## src/rtl/core/rba_pkg.sv

```systemverilog
// ----------------------------------------------------------------------------
// Rectangle block allocator package
// Shared constants, operation codes and the controller/datapath interface
// structs.
// ----------------------------------------------------------------------------
package rba_pkg;

   localparam int NUM_PAGES_DEF = 16;
   localparam int PAGE_COLS_DEF = 32;
   localparam int PAGE_ROWS_DEF = 32;

   // Operation codes carried on the request op field.
   localparam logic OP_ALLOC = 1'b0;
   localparam logic OP_FREE  = 1'b1;

   // Commands from the controller to the datapath.
   typedef struct packed {
      logic clear_en;
      logic scan_start;
      logic scan_en;
      logic mod_start;
      logic mod_en;
      logic load_rsp;
   } rba_cmd_type;

   // Status from the datapath to the controller.
   typedef struct packed {
      logic clear_last;
      logic is_free;
      logic size_bad;
      logic range_bad;
      logic free_noop;
      logic hit;
      logic scan_fail;
      logic mod_done;
   } rba_stat_type;

endpackage

```

## src/rtl/core/rba_ctrl.sv

```systemverilog
// ----------------------------------------------------------------------------
// Rectangle block allocator controller
// Sequences clearing, scanning, rectangle marking and result hand-off.
// ----------------------------------------------------------------------------
module rba_ctrl import rba_pkg::*; (
   input  logic         clock,
   input  logic         reset,
   input  logic         req_valid,
   output logic         req_ready,
   output logic         rsp_valid,
   input  logic         rsp_ready,
   input  rba_stat_type stat,
   output rba_cmd_type  cmd,
   output logic         req_load
);

   typedef enum logic [2:0] {
      ST_CLEAR,
      ST_IDLE,
      ST_DECODE,
      ST_SCAN,
      ST_MOD,
      ST_DONE
   } state_type;

   state_type state_ff, state_in;
   logic      rsp_valid_ff, rsp_valid_in;
   logic      slot_free;

   assign req_ready = (state_ff == ST_IDLE);
   assign req_load  = req_valid && req_ready;
   assign slot_free = !rsp_valid_ff || rsp_ready;

   always_comb begin
      cmd      = '0;
      state_in = state_ff;
      case (state_ff)
         ST_CLEAR: begin
            cmd.clear_en = 1'b1;
            if (stat.clear_last) begin
               state_in = ST_IDLE;
            end
         end
         ST_IDLE: begin
            if (req_load) begin
               state_in = ST_DECODE;
            end
         end
         ST_DECODE: begin
            if (stat.is_free) begin
               if (stat.range_bad || stat.free_noop) begin
                  state_in = ST_DONE;
               end else begin
                  cmd.mod_start = 1'b1;
                  state_in      = ST_MOD;
               end
            end else if (stat.size_bad) begin
               state_in = ST_DONE;
            end else begin
               cmd.scan_start = 1'b1;
               state_in       = ST_SCAN;
            end
         end
         ST_SCAN: begin
            cmd.scan_en = 1'b1;
            if (stat.hit) begin
               cmd.mod_start = 1'b1;
               state_in      = ST_MOD;
            end else if (stat.scan_fail) begin
               state_in = ST_DONE;
            end
         end
         ST_MOD: begin
            cmd.mod_en = 1'b1;
            if (stat.mod_done) begin
               state_in = ST_DONE;
            end
         end
         ST_DONE: begin
            if (slot_free) begin
               cmd.load_rsp = 1'b1;
               state_in     = ST_IDLE;
            end
         end
         default: begin
            state_in = ST_CLEAR;
         end
      endcase
   end

   always_comb begin
      rsp_valid_in = rsp_valid_ff && !rsp_ready;
      if (cmd.load_rsp) begin
         rsp_valid_in = 1'b1;
      end
   end

   always_ff @(posedge clock) begin
      if (reset) begin
         state_ff     <= ST_CLEAR;
         rsp_valid_ff <= 1'b0;
      end else begin
         state_ff     <= state_in;
         rsp_valid_ff <= rsp_valid_in;
      end
   end

   assign rsp_valid = rsp_valid_ff;

endmodule

```

## config.mk

```make
export PLATFORM = sky130hd
export DESIGN_NAME = rba_ctrl
export DESIGN_NICKNAME = d
export VERILOG_FILES = /design/src/rtl/core/rba_pkg.sv /design/src/rtl/core/rba_ctrl.sv
export SDC_FILE = /design/constraint.sdc
export NUM_CORES = 1
export LEC_CHECK = 0
export ABC_AREA = 0
export BUFFER_PORTS_ARGS = -buffer_cell sky130_fd_sc_hd__clkbuf_2
export CORE_AREA = 3 3 40 42
export CTS_CLUSTER_DIAMETER = 100
export DETAILED_ROUTE_END_ITERATION = 8
export DIE_AREA = 0 0 43 45
export GPL_TIMING_DRIVEN = 0
export MAX_ROUTING_LAYER = met4
export PLACE_DENSITY_LB_ADDON = 0.08
export SETUP_SLACK_MARGIN = 0.4
export SYNTH_ARGS = -nofsm -noshare
export SYNTH_HDL_FRONTEND = slang
export SYNTH_SLANG_ARGS = --single-unit
```

## constraint.sdc

```tcl
create_clock -name clock -period 3.39 [get_ports clock]
set_input_delay 0.339 -clock clock [delete_from_list [all_inputs] [get_ports clock]]
set_output_delay 0.339 -clock clock [all_outputs]
set_load 0.01 [all_outputs]
```

# Yosys cells after proc, flatten, opt, wreduce, memory -nomap -nowiden
# Index checks and enable logic that the tools add are counted.
# totals
in_bits	12
word_cells	43
regBits	4
# op_classes
n_eq_ne	10
n_reduce_logical	8
mux	23
# ops
op	n
$mux 3	8
$pmux 3 s6	1
$mux 1	13
$eq 3x2->1 const B	2
$eq 3x3->1 const B	2
$ne 2x2->1 const B	3
$reduce_and 5->1	1
$eq 3x1->1 const B	1
$logic_not 3->1	1
$ne 3x3->1 const B	1
$logic_and 1x1->1	2
$logic_not 1->1	2
$logic_or 1x1->1	2
$ne 2x1->1 const B	1
$pmux 1 s2	1

# Logic depth before layout (Yosys ltp)
# depth
depth_word	5
ltp_mapped	4

# Worst setup path after synthesis
# Ideal clock, no wire load.
# synth_path
path_type	flip-flop to output port
from	reg state_ff[1]
to	out req_load
stages_incl_launch_ff	4
arrival_ns	1.047
setup_slack_ns	2.004
cell_sequence	dfxtp_1 -> clkbuf_1 -> nor3_1 -> and2_1
# synth_via
elab_chain_cells	2
# synth_rtl
element	line_no	source
start, declared	rba_ctrl.sv:26	state_type state_ff, state_in;
start signal, assigned	rba_ctrl.sv:103	state_ff <= state_in;
$eq 3x1->1	rba_ctrl.sv:30	assign req_ready = (state_ff == ST_IDLE);
net req_ready	rba_ctrl.sv:9	output logic req_ready,
$logic_and 1x1->1	rba_ctrl.sv:31	assign req_load = req_valid && req_ready;
end, declared	rba_ctrl.sv:14	output logic req_load
# The timed path passes the listed nets, and every way through them passes these cells.

==> summary.txt <==
=====================================================================================================
Status ................................................................................. complete, no violations
Total routed wirelength ................................................................       873 um
Die Area ...............................................................................    1935 um^2
Transition at the pin with the smallest max-transition slack ...........................    0.4096 ns
Max-Slew Margin vs Limit ...............................................................       72.69%
First-pass GRT wire length .............................................................      1504 um
Routability-driven placement congestion ratio ..........................................       0.6689
Type of the worst setup path ...........................................................   reg -> out
Clk sink count .........................................................................            4
Total nets after synthesis .............................................................           53
Power consumption ......................................................................     313.7 uW
Buffers added on ports .................................................................           20
Largest family of logic cells by synthesized area ...................................... simple AND/OR/NAND/NOR gates
Most frequent cells in the layout ...................................................... clkbuf_2 (20), nor2_1 (4), inv_1 (4), dfxtp_1 (4)
Die X-Extent ...........................................................................        43 um
Number of antenna violations at the first check in global routing ......................            0
Share of final-layout standard cells stronger than drive strength 1 ....................       45.31%
DRT iter0 DRCs .........................................................................            5
Fin Setup TNS ..........................................................................         0 ns
Static power due to leakage ............................................................    0.2258 nW
Peak ir drop on the vdd network ........................................................  0.0002155 V
Post-CTS Setup Bufs ....................................................................            0
CTS Buf Count ..........................................................................            3
Count of endpoints failing setup in the final report ...................................            0
Post-synthesis cell count ..............................................................           41
Post-DP HPWL ...........................................................................     708.3 um
Clock network latency to the later pin of the worst-skew pair ..........................      0.23 ns
Achievable Freq ........................................................................   0.6055 GHz
Cell Pwr Density ....................................................................... 639.5 nW/um^2
Distinct cell type count of the synthesized netlist ....................................           28
Critical path startpoint category ......................................................     register
Post-layout min period .................................................................     1.651 ns
Place WS ...............................................................................     1.949 ns
CTS Root Cell ..........................................................................     clkbuf_4
Number of detailed-routing iterations run before antenna repair ........................            2
Number of warnings issued by yosys .....................................................            0
Vias after detailed routing ............................................................          369
Post-Synth Simple-Gate Area ............................................................       32.97%
Total of fill cells in the finished design .............................................          139
Worst EP required ......................................................................      3.05 ns
Setup repair after global routing missed its margin ....................................        false
Worst setup slack after layout .........................................................     1.739 ns
MaxCap Viol Count ......................................................................            0
CTS Hold Bufs ..........................................................................            0
Cell area after synthesis ..............................................................   349.1 um^2
Count of inserted antenna diode cells ..................................................            0
Number of register bits inferred by synthesis ..........................................            4
Fraction of the cycle the final worst path needs .......................................       48.72%
Residual DRC count .....................................................................            0
TritonCTS clock tree ...................................................................        built
Crit path max fanout ...................................................................           10
Synthesized area divided by synthesized cell count .....................................   8.514 um^2
Post-DR wirelength/cell ................................................................     11.05 um
Critical path arrival ..................................................................      1.31 ns
I/O pins ...............................................................................           21
Core footprint .........................................................................    1285 um^2
Clk pin slew, worst setup/hold paths ...................................................      0.03 ns
Number of instances resized during post-cts repair .....................................            0
Pin count of the biggest net entering global routing ...................................           11
Share of cell area taken by muxes after synthesis ......................................       8.961%
Routed Antenna Nets ....................................................................            0
CTS max path bufs ......................................................................            2
Capturing element type of the critical path ............................................   output pin
Setup skew after layout ................................................................  0.001199 ns
Row cnt ................................................................................           13
Most common cell after layout, fill and taps aside .....................................     clkbuf_2
Nets ...................................................................................           78
Final Max Slew Viols ...................................................................            0
Post-synthesis share of cell area spent on full adders, half adders and majority gates .           0%
Total count of hold-check failures in the final report .................................            0
H-tree level count .....................................................................            1
Avg Vias per Cell ......................................................................        4.671
Part of the Yosys area used for sequential elements ....................................       22.94%
Starting density of the core ...........................................................       27.17%
Worst hold path class ..................................................................    in -> reg
Area overhead of the layout relative to synthesis ......................................       40.50%
Compound-gate portion of the synthesized area ..........................................       25.09%
Vias in the first global route .........................................................          327
Global routing usage summed across all routing layers ..................................       10.88%
Vert. Die Dim ..........................................................................        45 um
Total gr overflow ......................................................................            0
Area share of xor/xnor cells in the synthesized design .................................           0%
=====================================================================================================
synthesized netlist by cell type, drive strengths merged:
master | instances | share of area [%]
a2111oi | 1 | 7.9
a211o | 1 | 2.5
a211oi | 1 | 2.2
a21oi | 1 | 1.4
a31oi | 1 | 1.8
and2 | 1 | 1.8
and3 | 1 | 3.2
and3b | 1 | 2.5
buf | 2 | 4.7
clkbuf | 1 | 1.1
dfxtp | 4 | 23
inv | 4 | 4.3
mux2 | 1 | 3.2
mux2i | 2 | 5.7
nand2b | 1 | 1.8
nand4 | 1 | 1.8
nor2 | 4 | 4.3
nor2b | 1 | 1.8
nor3 | 3 | 4.3
nor3b | 1 | 2.2
nor4 | 2 | 3.6
o2111a | 1 | 3.2
o211ai | 1 | 2.2
o21ai | 1 | 1.4
o221ai | 1 | 2.5
or3 | 1 | 3.2
or3b | 1 | 2.5
cells by family after synthesis:
| family | Yosys count |
|---|---|
| buf+inv | 7 |
| compound gates | 9 |
| flops | 4 |
| mux | 3 |
| simple gates | 18 |
flip-flops by register name, summed over array words and instances (netlist names):
name,flops
state_ff,3
rsp_valid,1
through the flow:
stage	instance area, um^2	utilization [%]	instances	hold WS (ns)
floorplan	349.1	-	41	0.4033
global placement	467.9	36.42	76	0.6228
detailed placement	467.9	36.42	76	0.6246
CTS	490.5	38.17	79	0.3781
global route	490.5	38.17	79	0.3881
finish	490.5	38.17	79	0.3841
worst paths after layout:
path	start	endpoint	slack [ns]	depth (start not counted)
setup / recovery	state_ff[1]	cmd[2]	1.74	4
hold / removal	reset	state_ff[1]	0.38	2
setup reg to reg	state_ff[0]	state_ff[1]	1.98	4
hold reg to reg	state_ff[0]	rsp_valid	0.63	3
report_power, final:
| group | total, mW | switching (mW) | internal [mW] | leakage (nW) |
|---|---|---|---|---|
| Combinational | 0.193 | 0.105 | 0.0875 | 0.179 |
| Sequential | 0.0639 | 0.00399 | 0.0599 | 0.0327 |
| Clock | 0.0569 | 0.0174 | 0.0395 | 0.0138 |
layer usage:
| metal | GRT usage, % | share of wire [%] | up-vias |
|---|---|---|---|
| li1 | - | - | 202 |
| met1 | 15.14 | 49 | 147 |
| met2 | 13.77 | 39 | 20 |
| met3 | 4.781 | 12 | 0 |
| met4 | 3.614 | 0 | 0 |
| met5 | - | 0 | - |
worst max-delay path, cell delays in order, from the launching register on:
cell	delay [ns]
dfxtp_1	0.29
clkbuf_1	0.33
nand2b_1	0.17
nor2_1	0.14
clkbuf_2	0.14
layout make-up:
cell class                 instances  area [um^2]  share of cell area (%)
inverter                           4        15.01                   3.061
sequential                         4        80.08                   16.33
clock buffer                       3        22.52                   4.592
tap                               15        18.77                   3.827
multi-input combinational         30        234.0                   47.70
timing repair buffer              20        100.1                   20.41
buffer                             3        20.02                   4.082
Power figures use the tool's default switching activity.
